<file path="src/design/bru_pkg.sv">
// Shared types, constants and helpers for the bilinear resize unit.
// No dependencies; bru_front, bru_back, the top level and the testbench import this package.
package bru_pkg;

  // Default storage geometry, handed down as top level parameters.
  localparam int MaxWidthDef  = 256;
  localparam int MaxHeightDef = 256;
  localparam int ChannelsDef  = 3;

  // Fixed field widths.
  localparam int SizeW  = 9;   // size registers
  localparam int CoordW = 8;   // request and write coordinates
  localparam int SmpW   = 8;   // sample width
  localparam int ChanW  = 2;

  // Coordinate mapping: numerator and quotient widths of the divider.
  localparam int NumW      = 34;
  localparam int FracBits  = 16;
  localparam int PosOffset = 32768 - 128;   // half unit minus rounding bias

  // Queue between the front and the back.
  localparam int FifoDepth = 4;

  localparam logic OP_WRITE = 1'b0;
  localparam logic OP_READ  = 1'b1;

  // Register indexes on the configuration port.
  typedef enum logic [1:0] {
    REG_SRC_WIDTH  = 2'd0,
    REG_SRC_HEIGHT = 2'd1,
    REG_TGT_WIDTH  = 2'd2,
    REG_TGT_HEIGHT = 2'd3
  } reg_idx_e;

  // What the back must do with an item.
  typedef enum logic [1:0] {
    KIND_WRITE = 2'd0,
    KIND_READ  = 2'd1,
    KIND_ERROR = 2'd2
  } item_kind_e;

  typedef struct packed {
    logic              opcode;
    logic [CoordW-1:0] column;
    logic [CoordW-1:0] row_index;
    logic [ChanW-1:0]  chan;
    logic [SmpW-1:0]   sample_in;
  } in_word_t;

  typedef struct packed {
    logic [SmpW-1:0] sample_out;
    logic            status;
  } out_word_t;

  // Effective sizes, with zero read as one and the source clamped.
  typedef struct packed {
    logic [SizeW-1:0] src_w;
    logic [SizeW-1:0] src_h;
    logic [SizeW-1:0] tgt_w;
    logic [SizeW-1:0] tgt_h;
  } cfg_t;

  typedef struct packed {
    item_kind_e        kind;
    logic [CoordW-1:0] column;
    logic [CoordW-1:0] row_index;
    logic [ChanW-1:0]  chan;
    logic [SmpW-1:0]   sample;
  } item_t;

endpackage

</file>
<file path="src/design/bru_front.sv">
// Front of the resize unit: takes input words, classifies them and queues them.
// Depends on bru_pkg.
module bru_front import bru_pkg::*; #(
  parameter int Channels = ChannelsDef
) (
  input  logic     clk_i,
  input  logic     rst_ni,
  input  cfg_t     cfg_i,
  input  logic     in_valid_i,
  output logic     in_stall_o,
  input  in_word_t in_word_i,
  output logic     head_valid_o,
  output item_t    head_item_o,
  input  logic     pop_i
);

  localparam int PtrW = $clog2(FifoDepth);

  item_t            fifo_q [FifoDepth];
  logic [PtrW-1:0]  wr_ptr_q, wr_ptr_d, rd_ptr_q, rd_ptr_d;
  logic [PtrW:0]    count_q, count_d;
  logic             push;
  logic             chan_ok;
  item_t            item;

  // Classify the incoming word against the current sizes.
  always_comb begin
    chan_ok = int'(in_word_i.chan) < Channels;
    item.column    = in_word_i.column;
    item.row_index = in_word_i.row_index;
    item.chan      = in_word_i.chan;
    item.sample    = in_word_i.sample_in;
    if (in_word_i.opcode == OP_WRITE) begin
      if ({1'b0, in_word_i.column} < cfg_i.src_w &&
          {1'b0, in_word_i.row_index} < cfg_i.src_h && chan_ok) begin
        item.kind = KIND_WRITE;
      end else begin
        item.kind = KIND_ERROR;
      end
    end else begin
      if ({1'b0, in_word_i.column} < cfg_i.tgt_w &&
          {1'b0, in_word_i.row_index} < cfg_i.tgt_h && chan_ok) begin
        item.kind = KIND_READ;
      end else begin
        item.kind = KIND_ERROR;
      end
    end
  end

  assign in_stall_o = (count_q == (PtrW+1)'(FifoDepth));
  assign push       = in_valid_i && !in_stall_o;

  // Queue pointers and fill count.
  always_comb begin
    wr_ptr_d = push  ? wr_ptr_q + 1'b1 : wr_ptr_q;
    rd_ptr_d = pop_i ? rd_ptr_q + 1'b1 : rd_ptr_q;
    count_d  = count_q + (PtrW+1)'(push) - (PtrW+1)'(pop_i);
  end

  always_ff @(posedge clk_i or negedge rst_ni) begin
    if (!rst_ni) begin
      wr_ptr_q <= '0;
      rd_ptr_q <= '0;
      count_q  <= '0;
    end else begin
      wr_ptr_q <= wr_ptr_d;
      rd_ptr_q <= rd_ptr_d;
      count_q  <= count_d;
    end
  end

  // Queue storage.
  always_ff @(posedge clk_i) begin
    if (push) begin
      fifo_q[wr_ptr_q] <= item;
    end
  end

  assign head_valid_o = (count_q != '0);
  assign head_item_o  = fifo_q[rd_ptr_q];

endmodule

</file>
<file path="config.mk">
export PLATFORM = sky130hd
export DESIGN_NAME = bru_front
export DESIGN_NICKNAME = d
export VERILOG_FILES = /design/src/design/bru_pkg.sv /design/src/design/bru_front.sv
export SDC_FILE = /design/constraint.sdc
export NUM_CORES = 1
export LEC_CHECK = 0
export BUFFER_PORTS_ARGS = -buffer_cell sky130_fd_sc_hd__buf_2
export CORE_MARGIN = 10
export CORE_UTILIZATION = 62
export CTS_BUF_LIST = sky130_fd_sc_hd__clkbuf_8
export DETAILED_ROUTE_END_ITERATION = 16
export PLACE_DENSITY = 0.89
export SLEW_MARGIN = 5
export SYNTH_ARGS = -nofsm -noshare
export SYNTH_HDL_FRONTEND = slang
export SYNTH_SLANG_ARGS = --single-unit
</file>
<file path="constraint.sdc">
create_clock -name clk_i -period 3.2 [get_ports clk_i]
set_clock_uncertainty 0.05 [all_clocks]
set_input_delay 0.48 -clock clk_i [delete_from_list [all_inputs] [get_ports clk_i]]
set_output_delay 0.48 -clock clk_i [all_outputs]
set_load 0.005 [all_outputs]
</file>
# ---- Word level (Yosys, flattened, before mapping)
# Memories as Yosys holds them, arrays and structs flattened.
# Index checks and enable logic that the tools add are counted.
dict set report word_totals {
  reg_bits 7
  ram_bits 112
  input_bits 67
  output_inout_bits 30
  wordCells 26
  memories 1
}
dict set report classes {
  addsub 4
  n_lt_le_gt_ge 5
  n_eq_ne 1
  n_mux 5
  reduce_logical 7
}
# name words width rd rd_clocked_by_memory_dff write_ports line
set mem_list {}
lappend mem_list {fifo_q 4 28 1 0 1 bru_front.sv:19} ;# item_t fifo_q [FifoDepth];
# operator count
set op_table {}
lappend op_table {{$lt 8x9->1} 4}
lappend op_table {{$mux 2} 3}
lappend op_table {{$logic_and 1x1->1} 5}
lappend op_table {{$add 2x1->2 const B} 2}
lappend op_table {{$add 3x1->3} 1}
lappend op_table {{$eq 3x3->1 const B} 1}
lappend op_table {{$reduce_bool 3->1} 1}
lappend op_table {{$sub 3x1->3} 1}
lappend op_table {{$lt 2x2->1 const B} 1}
lappend op_table {{$mux 1} 2}
lappend op_table {{$logic_not 1->1} 1}

# ---- Logic depth before layout (Yosys ltp)
# Gate-level depths: netlist of run 1.
dict set report logic_depth {
  depth_word 5
  depth_mapped 10
  ltp_nobuf 9
}

# ---- Worst setup path before layout of run 1
# No wires, ideal clock.
dict set report synth_timing {
  path_type {flip-flop to flip-flop}
  start {register count_q[2]}
  end {register count_q[2]}
  arrival_ns 2.042
  t_required_ns 3.070
  setup_slack_ns 1.028
  path_stages_with_launch 11
  n_path_buf 1
  path_cell_list {dfrtp_1 nor3b_1 nor2b_1 clkbuf_1 inv_1 ha_1 inv_1 ha_1 fa_1 xnor2_1 xnor2_1}
}
dict set report synth_between {
  elab_chain_cells 5
}
# element line
set synth_lines {}
lappend synth_lines {{from (decl)} bru_front.sv:21} ;# logic [PtrW:0] count_q, count_d;
lappend synth_lines {{from (signal assigned)} bru_front.sv:68} ;# count_q <= count_d;
lappend synth_lines {{$eq 3x3->1} bru_front.sv:50} ;# assign in_stall_o = (count_q == (PtrW+1)'(FifoDepth));
lappend synth_lines {{named net in_stall_o} bru_front.sv:10} ;# output logic in_stall_o,
lappend synth_lines {{$logic_not 1->1} bru_front.sv:51} ;# assign push = in_valid_i && !in_stall_o;
lappend synth_lines {{$logic_and 1x1->1} bru_front.sv:51}
lappend synth_lines {{$add 3x1->3} bru_front.sv:57} ;# count_d = count_q + (PtrW+1)'(push) - (PtrW+1)'(pop_i);
lappend synth_lines {{$sub 3x1->3} bru_front.sv:57}
lappend synth_lines {{named net count_d[2]} bru_front.sv:21}
# The timed path passes the listed nets, and every way through them passes these cells.
# A chain may end at the register's enable or synchronous reset.

==> impl_results.md, run 1 <==
- Die ar.: 12,400 um^2
- Setup TNS: 0 ns
- H-tree levels: 4
- YS warnings: 0
- Slew @ Worst Pin: 0.586 ns
- CP endpoint kind: output pin
- Initial core utilization: 63.3%
- Final setup fails: 0
- Filler cell count: 466
- Fmax: 0.373 GHz
- Async S/R FF share, synth: 5.88%
- DP HPWL: 6.97 mm
- Power Dens Cells: 788 nW/um^2
- GRT Overall Usage: 15.9%
- Hold Startpoint: in_word_i[6]
- Drt pass-1 iters: 4
- Root buf cell: clkbuf_8
- Final period utilization: 83.8%
- WP data arrival: 2.15 ns
- Setup ws final: 0.519 ns
- Pre-CTS WS: 0.740 ns
- Worst hold path depth: 1
- Max Cap Viol: 0
- Post-synth EDFFs: 112
- Required time of the worst setup path: 2.67 ns
- Kind of critical path: register to output pin
- Share of layout cells above drive strength 1: 39.8%
- Core area: 8180 um^2
- Grt total ovfl: 0
- Mapped Nets: 388
- Post-Syn Area: 5180 um^2
- Status: complete, no violations
- R2R Path End: count_q[2]
- DRT iter0 DRCs: 178
- Placer Congestion: 0.830
- First-pass GRT wire length: 15.5 mm
- Largest net degree at the start of global routing: 29
- Lkg Pwr: 2.49 nW
- Synth-to-layout area growth: 20.1%
- I/O Pins: 97
- Drt total wl: 9.78 mm
- CP Launch Type: register
- Post-synthesis sequential area ratio: 68.3%
- Fin. max-slew vios: 0
- Cell count after synthesis: 286
- Die span in x: 111 um
- CTS Buffer Depth: 2
- Crit path max fanout: 19
- Worst Reg-to-Reg Cells: 9
- Nets: 504
- Diodes inserted: 0
- Final ANT Viol Nets: 0
- Postcts setup bufs: 0
- CTS tree: done
- Crit Reg-Reg Startpoint: count_q[2]
- Slowest stage delay, CP: 0.75 ns
- Buffers added on ports: 96
- Top area cells in the synthesized netlist: edfxtp_1 65%, mux4_2 12%, ha_1 8.2%
- Fin. Hold Viols: 0
- Clock transition at path regs: 0.08 ns
- Clock latency on the worst-skew pair: 0.40 ns
- Num Clock Sinks: 119
- # rows: 33
- Synth area leader: edfxtp_1
- CP Cell Sequence: buf_4 > mux4_2 > buf_2
- DR vias: 2,867
- Slowest CP cell: dfrtp_2
- Peak supply drop: 0.372 mV
- Top cell type's share of synthesized area: 64.9%
- Vias in the first global route: 3,161
- Slew Limit Headroom: 60.9%
- R2R setup slack: 0.76 ns
- Die H: 111 um
- Yosys reg bits: 119
- Post-synth cell types: 32
- Main synth FF type: edfxtp_1
- Period minus WS final: 2.68 ns
- Min-Delay Endpoint: fifo_q[1][6]
- # DRC: 0
- Avg Cell Area, Syn: 18.1 um^2
- TritonCTS buffer count: 17
- Post-layout util: 76.1%
- Via density per instance: 5.51
- HP Class: input pin to register
- Initial antenna violation count: 0
- RSZ-0062 raised after global routing: false
- Average wire per standard cell: 18.8 um
-- stage by stage --
step	cells	hold WS [ns]	total power [mW]	cell area (um^2)
2_1_floorplan	286	0.134	3.07	5180
3_3_place_gp	487	0.268	3.60	5810
3_5_place_dp	487	0.272	3.66	5810
4_1_cts	520	0.196	4.97	6220
5_1_grt	520	0.207	5.17	6220
6_report	520	0.232	4.90	6220
-- how the worst max path moves through the flow --
stage / startpoint / to / slack (ns) / cells past startpoint
2_1_floorplan: count_q[2] / count_q[2] / 1.03 / 10
3_3_place_gp: in_valid_i / count_q[2] / 0.89 / 9
3_5_place_dp: in_valid_i / count_q[2] / 0.74 / 9
4_1_cts: rd_ptr_q[0] / head_item_o[9] / 0.42 / 3
5_1_grt: rd_ptr_q[0] / head_item_o[9] / 0.33 / 3
6_report: rd_ptr_q[0] / head_item_o[9] / 0.52 / 3
-- sequential cells by signal, summed over array words and instances, names as in the netlist --
signal    flops
fifo_q      112
count_q       3
rd_ptr_q      2
wr_ptr_q      2
-- cells in the mapped netlist, types with 2 or more instances --
cell / instances
a32oi_1: 2
xnor2_1: 4
nand2b_1: 3
ha_1: 34
mux4_2: 28
dfrtp_1: 7
edfxtp_1: 112
nand4_1: 2
nor2b_1: 4
nand3_1: 3
nand2_1: 7
a21oi_1: 11
o21ai_0: 4
clkbuf_1: 2
and2_1: 5
a21o_1: 3
inv_1: 35
a31oi_1: 2
buf_2: 5
-- cells in the final DEF (no fill, tap or decap), types with 2 or more instances in the layout --
cell          n
o21ai_0       4
nand4_1       2
clkinvlp_4    3
buf_2        96
dfrtp_1       6
a31oi_1       2
nand3_1       3
a21o_1        3
buf_4         7
and2_1        5
mux4_2       28
a21oi_1      11
nand2_1       7
ha_1         34
clkbuf_8     18
a32oi_1       2
inv_1        35
edfxtp_1    112
bufinv_16     2
inv_6         2
clkinv_4      4
clkinv_2      3
nand2b_1      3
xnor2_1       4
nor2b_1       4
-- critical path, delay by kind of cell, from the launching register on --
family,cells,cell delay (ns)
buffers and inverters,2,0.47
multiplexers,1,0.52
flip-flops,1,0.75
-- cell type report --
class / count / area [um^2] / share of cell area, %
clock buffers: 18 / 248 / 3.98
clock inverters: 14 / 150 / 2.41
inverters: 35 / 131 / 2.11
multi-input cells: 125 / 1480 / 23.7
flip-flops and latches: 119 / 3540 / 56.9
well taps: 105 / 131 / 2.11
repair buffers: 104 / 543 / 8.73
-- logic make-up (layout without fill, tap and decap cells) --
kind of cell	count (synthesis)	count (layout)	synth area share [%]
buf+inv	42	171	3.17
flops	119	119	68.3
mux	28	28	12.2
compound gates	27	27	3.58
fa+ha+maj	35	35	8.60
simple gates	30	30	3.31
xor+xnor	5	5	0.846
-- power by group --
| group | internal, mW | switching, mW | total (mW) | leakage, nW |
|---|---|---|---|---|
| registers | 2.07 | 0.170 | 2.24 | 1.11 |
| clock network | 0.717 | 0.594 | 1.31 | 0.195 |
| logic | 0.708 | 0.643 | 1.35 | 1.18 |
-- layer usage --
| metal | up-vias | global-route usage [%] | part of all wire, % |
|---|---|---|---|
| li1 | 1347 | - | - |
| met1 | 1415 | 17.6 | 40 |
| met2 | 99 | 28.3 | 53 |
| met3 | 6 | 4.29 | 5.8 |
| met4 | 0 | 6.34 | 0.72 |
| met5 | - | 0 | 0 |
-- what timing repair did --
item | in CTS | in global routing
hold buffers | 1 | 0
resized for setup | 0 | 0
hold endpoints to repair | 7 | 0
(Power assumes the default switching activity.)
==> run 2, diff against run 1 <==
CORE_UTILIZATION = 52   (was 62)
PLACE_DENSITY = 0.79   (was 0.89)
clock period = 2.3 ns   (was 3.2 ns; I/O delays follow)
==> impl_results.md, run 2 (synthesized netlist as in run 1, its figures left out) <==
- Placer Congestion: 0.781 (was 0.830)
- Lkg Pwr: 2.53 nW (was 2.49 nW)
- Required time of the worst setup path: 1.90 ns (was 2.67 ns)
- Final setup fails: 0 (unchanged)
- CP Launch Type: register (unchanged)
- First-pass GRT wire length: 16.4 mm (was 15.5 mm)
- CTS tree: done (unchanged)
- Fmax: 0.451 GHz
- Slew Limit Headroom: 77.5% (was 60.9%)
- Die H: 120 um (was 111 um)
- Via density per instance: 5.11 (was 5.51)
- Period minus WS final: 2.21 ns
- Fin. Hold Viols: 0 (unchanged)
- Nets: 511 (was 504)
- Most frequent cells in the layout: 112 x edfxtp_1, 96 x buf_2, 36 x inv_1 (was 112 x edfxtp_1, 96 x buf_2, 35 x inv_1)
- Largest net degree at the start of global routing: 30 (was 29)
- Kind of critical path: register to output pin (unchanged)
- # DRC: 0 (unchanged)
- Post-route cell area: 6330 um^2 (was 6220 um^2)
- Max reg flops: 112 (unchanged)
- WP data arrival: 1.82 ns (was 2.15 ns)
- Num Clock Sinks: 119 (unchanged)
- Crit Reg-Reg Startpoint: count_q[2] (unchanged)
- Biggest regs: fifo_q: 112 flops, count_q: 3 flops (unchanged)
- Most flops, register: fifo_q (unchanged)
- CTS Buffer Depth: 2 (unchanged)
- Vias in the first global route: 3,178 (was 3,161)
- Final ANT Viol Nets: 0 (unchanged)
- Root buf cell: clkbuf_8 (unchanged)
- CP endpoint kind: output pin (unchanged)
- DR vias: 2,838 (was 2,867)
- Most common cell after layout, fill and taps aside: edfxtp_1 (unchanged)
- Power Dens Cells: 1090 nW/um^2 (was 788 nW/um^2)
- Clock transition at path regs: 0.07 ns (was 0.08 ns)
- Die span in x: 120 um (was 111 um)
- DP HPWL: 7.37 mm (was 6.97 mm)
- TritonCTS buffer count: 17 (unchanged)
- Initial antenna violation count: 0 (unchanged)
- Max Cap Viol: 0 (unchanged)
- Share of layout cells above drive strength 1: 39.8% (about the same)
- Drt pass-1 iters: 4 (unchanged)
- Final period utilization: 96.3%
- Setup TNS: 0 ns (unchanged)
- Crit path max fanout: 13 (was 19)
- Drt total wl: 10.0 mm (was 9.78 mm)
- Buffers added on ports: 96 (unchanged)
- Stages on worst setup path: 3 (unchanged)
- Crit-path leading delay family: multiplexers (was flip-flops)
- CP bufs+invs: 2 (unchanged)
- Slowest CP cell: mux4_2 (was dfrtp_2)
- Worst hold path depth: 2 (was 1)
- Slowest stage delay, CP: 0.54 ns (was 0.75 ns)
- Fin. max-slew vios: 0 (unchanged)
- Setup ws final: 0.0851 ns (was 0.519 ns)
- Power consumption: 6.89 mW (was 4.90 mW)
- H-tree levels: 4 (unchanged)
- Status: complete, no violations (unchanged)
- GRT Overall Usage: 14.8% (was 15.9%)
- Peak supply drop: 0.634 mV (was 0.372 mV)
- Pre-CTS WS: 0.146 ns (was 0.740 ns)
- Diodes inserted: 0 (unchanged)
- CP Cell Sequence: buf_12 > mux4_2 > buf_2 (was buf_4 > mux4_2 > buf_2)
- Clock latency on the worst-skew pair: 0.41 ns (was 0.40 ns)
- I/O Pins: 97 (unchanged)
- Die ar.: 14,400 um^2 (was 12,400 um^2)
- Grt total ovfl: 0 (unchanged)
- Filler cell count: 726 (was 466)
- RSZ-0062 raised after global routing: false (unchanged)
- DRT iter0 DRCs: 155 (was 178)
- Initial core utilization: 53.2% (was 63.3%)
- # rows: 36 (was 33)
- Area after DPL: 5920 um^2 (was 5810 um^2)
- Worst Reg-to-Reg Cells: 9 (unchanged)
- Hold Startpoint: pop_i (was in_word_i[6])
- Core area: 9730 um^2 (was 8180 um^2)
- Slew @ Worst Pin: 0.337 ns (was 0.586 ns)
- Average wire per standard cell: 18.1 um (was 18.8 um)
- HP Class: input pin to register (unchanged)
- CP Launch Point: rd_ptr_q[0] (unchanged)
- Synth-to-layout area growth: 22.2% (was 20.1%)
run 2: cell types whose count changed in the layout (fill, tap and decap cells not counted):
cell,change
buf_12,+3
buf_4,+3
clkinv_1,+3
inv_6,-2
buf_6,+1
clkbuf_8,-1
clkinv_4,-1
dfrtp_2,-1
dfrtp_4,+1
inv_1,+1
run 2: power by group:
group          internal (mW)  total [mW]  switching (mW)
Sequential              2.88        3.04           0.157
Combinational           1.11        2.13            1.02
Clock                  0.942        1.72           0.778
run 2: cell type report:
cell class / instances / area, um^2 / share of cell area [%]
Timing Repair Buffer: 111 / 637 / 10.1
Sequential cell: 119 / 3540 / 56.0
Clock buffer: 17 / 234 / 3.70
Multi-Input combinational cell: 125 / 1480 / 23.3
Inverter: 35 / 131 / 2.08
Clock inverter: 15 / 139 / 2.20
Tap cell: 133 / 166 / 2.63
run 2: what timing repair did:
action / 4_1_cts / 5_1_grt
setup buffers: 1 / 0
resized for setup: 1 / 1
hold buffers: 1 / 0
endpoints found under the setup margin: 19 / 1
hold endpoints to repair: 7 / 0
run 2: worst paths after layout:
check / endpoint / slack, ns
setup / recovery: head_item_o[16] / 0.09
hold / removal: rd_ptr_q[0] / 0.09
setup reg to reg: count_q[2] / 0.15
hold reg to reg: count_q[0] / 0.52
max in group asynchronous: rd_ptr_q[0] / 1.76
min in group asynchronous: count_q[1] / 0.27
run 2: through the flow:
stage                     hold WS [ns]  instances  utilization [%]
final                           0.0941        555             65.0
after global routing            0.0659        555             65.0
after CTS                       0.0625        555             65.0
after detailed placement         0.132        521             60.8
after global placement           0.133        521             60.8
after floorplan              -0.000591        286                -
run 2: worst register-to-register path, cell delays in order (launching register included):
cell and delay, ns:
dfrtp_1 0.41, nor3b_1 0.16, nor2b_1 0.14, inv_1 0.06, ha_1 0.27, inv_1 0.04, ha_1 0.20, fa_1 0.38
xnor2_1 0.22, xnor2_1 0.15
run 2: routing by layer:
metal | GRT usage, % | up-vias | part of all wire [%]
met2 | 24.8 | 79 | 52
met3 | 5.25 | 13 | 5.4
li1 | - | 1368 | -
met5 | 0 | - | 0
met1 | 17.0 | 1378 | 41
met4 | 6.33 | 0 | 1.8
==> run 3, diff against run 2 <==
==> constraint.sdc (replaced) <==
create_clock -name clk_i -period 2.3 [get_ports clk_i]
set_clock_uncertainty 0.05 [all_clocks]
set_input_delay 0.23 -clock clk_i [delete_from_list [all_inputs] [get_ports clk_i]]
set_output_delay 0.23 -clock clk_i [all_outputs]
set_load 0.005 [all_outputs]
==> impl_results.md, run 3 (synthesized netlist as in run 1, its figures left out) <==
- # rows: 36 (unchanged)
- WP data arrival: 2.48 ns (was 1.82 ns)
- Final period utilization: 95.8% (was 96.3%)
- Largest net degree at the start of global routing: 29 (was 30)
- Period minus WS final: 2.20 ns (was 2.21 ns)
- Fin. max-slew vios: 0 (unchanged)
- Nets: 531 (was 511)
- Slew @ Worst Pin: 0.364 ns (was 0.337 ns)
- Clock latency on the worst-skew pair: 0.42 ns (was 0.41 ns)
- CP Cell Sequence: nor3b_1 > nor2b_1 > inv_1 > ha_1 > inv_1 > ha_1 > fa_2 > xnor2_2 > xnor2_1 (was buf_12 > mux4_2 > buf_2)
- Vias in the first global route: 3,509 (was 3,178)
- Most frequent cells in the layout: 112 x edfxtp_1, 96 x buf_2, 36 x inv_1 (unchanged)
- Placer Congestion: 0.761 (was 0.781)
- Power Dens Cells: 1100 nW/um^2 (was 1090 nW/um^2)
- Final ANT Viol Nets: 0 (unchanged)
- Num Clock Sinks: 119 (unchanged)
- First-pass GRT wire length: 17.9 mm (was 16.4 mm)
- Initial antenna violation count: 0 (unchanged)
- Fmax: 0.454 GHz (was 0.451 GHz)
- DR vias: 3,006 (was 2,838)
- DRT iter0 DRCs: 164 (was 155)
- CTS Buffer Depth: 2 (unchanged)
- Max reg flops: 112 (unchanged)
- Max Cap Viol: 0 (unchanged)
- Via density per instance: 5.23 (was 5.11)
- Die H: 120 um (unchanged)
- Synth-to-layout area growth: 27.2% (was 22.2%)
- Final setup fails: 0 (unchanged)
- GRT Overall Usage: 16.2% (was 14.8%)
- DP HPWL: 7.42 mm (was 7.37 mm)
- Drt total wl: 10.8 mm (was 10.0 mm)
- Biggest regs: fifo_q: 112 flops, count_q: 3 flops (unchanged)
- Grt total ovfl: 0 (unchanged)
- Average wire per standard cell: 18.8 um (was 18.1 um)
- Lkg Pwr: 2.64 nW (was 2.53 nW)
- CP Launch Type: register (unchanged)
- Die ar.: 14,400 um^2 (unchanged)
- RSZ-0062 raised after global routing: false (unchanged)
- Buffers added on ports: 96 (unchanged)
- CP endpoint kind: register (was output pin)
- H-tree levels: 4 (unchanged)
- Peak supply drop: 0.595 mV (was 0.634 mV)
- Diodes inserted: 0 (unchanged)
- Root buf cell: clkbuf_8 (unchanged)
- Slowest stage delay, CP: 0.42 ns (was 0.54 ns)
- Power consumption: 7.26 mW (was 6.89 mW)
- Crit path max fanout: 3 (was 13)
- Setup TNS: 0 ns (unchanged)
- TritonCTS buffer count: 17 (unchanged)
- Most common cell after layout, fill and taps aside: edfxtp_1 (unchanged)
- I/O Pins: 97 (unchanged)
- CTS tree: done (unchanged)
- Most flops, register: fifo_q (unchanged)
- # DRC: 0 (unchanged)
- Clock transition at path regs: 0.07 ns (about the same)
- Core area: 9730 um^2 (unchanged)
- Initial core utilization: 53.2% (unchanged)
- Status: complete, no violations (unchanged)
- Share of layout cells above drive strength 1: 38.5% (was 39.8%)
- Fin. Hold Viols: 0 (unchanged)
- Slowest CP cell: dfrtp_1 (was mux4_2)
- Drt pass-1 iters: 4 (unchanged)
- HP Class: input pin to register (unchanged)
- Die span in x: 120 um (unchanged)
- Kind of critical path: register to register (was register to output pin)
- R2R setup slack: 0.1 ns (was 0.15 ns)
- Required time of the worst setup path: 2.58 ns (was 1.90 ns)
- Slew Limit Headroom: 75.8% (was 77.5%)
==> run 3: routing by layer <==
| metal | track usage [%] | share of wire, % | vias up |
|---|---|---|---|
| li1 | - | - | 1405 |
| met1 | 17.5 | 39 | 1488 |
| met2 | 28.5 | 54 | 96 |
| met3 | 5.34 | 5.3 | 17 |
| met4 | 6.79 | 1.8 | 0 |
| met5 | 0 | 0 | - |
==> run 3: final timing paths <==
| check | startpoint | end | cells past startpoint |
|---|---|---|---|
| min in group asynchronous | rst_ni | count_q[1] | 2 |
| max reg2reg | count_q[2] | count_q[2] | 9 |
| max | count_q[2] | count_q[2] | 9 |
| min | in_word_i[14] | fifo_q[2][14] | 1 |
| min reg2reg | count_q[0] | count_q[0] | 1 |
| max in group asynchronous | rst_ni | rd_ptr_q[0] | 2 |
==> run 3: final cells by class <==
type | instances | area [um^2]
Clock buffer | 17 | 234
Clock inverter | 15 | 210
Fill cell | 677 | 3140
Inverter | 35 | 131
Multi-Input combinational cell | 125 | 1490
Sequential cell | 119 | 3540
Tap cell | 133 | 166
Timing Repair Buffer | 131 | 821
==> run 3: report_power, final <==
group          internal [mW]  total [mW]  switching, mW
sequential              2.87        3.00          0.126
combinational           1.11        2.20           1.09
clock                   1.27        2.06          0.789
total                   5.26        7.26           2.01
==> run 3: worst max-delay path, delay by kind of cell (launching register included) <==
| kind | cells | cell delay [ns] |
|---|---|---|
| adders and majority gates | 3 | 0.81 |
| DFF | 1 | 0.42 |
| and+or+nand+nor | 2 | 0.36 |
| xor gates and xnor gates | 2 | 0.36 |
| buffers and inverters | 2 | 0.10 |
==> run 3: repair_timing <==
action                                 in CTS  in global routing
resized for setup                           0                  2
buffers inserted                            0                  2
endpoints found under the hold margin      84                  0
setup endpoints to repair                   0                  1
hold buffers                               21                  0
==> run 3: per-stage QoR <==
stage	worst slack [ns]	cell area (um^2)	instances	util, %	hold slack, ns
final	0.0961	6590	575	67.7	0.0306
after global routing	0.0290	6590	575	67.7	0.00234
after CTS	0.0675	6560	573	67.5	0.00126
after detailed placement	0.0754	5910	520	60.7	0.0189
after global placement	0.297	5910	520	60.7	0.0210
after floorplan	0.128	5180	286	-	-0.116
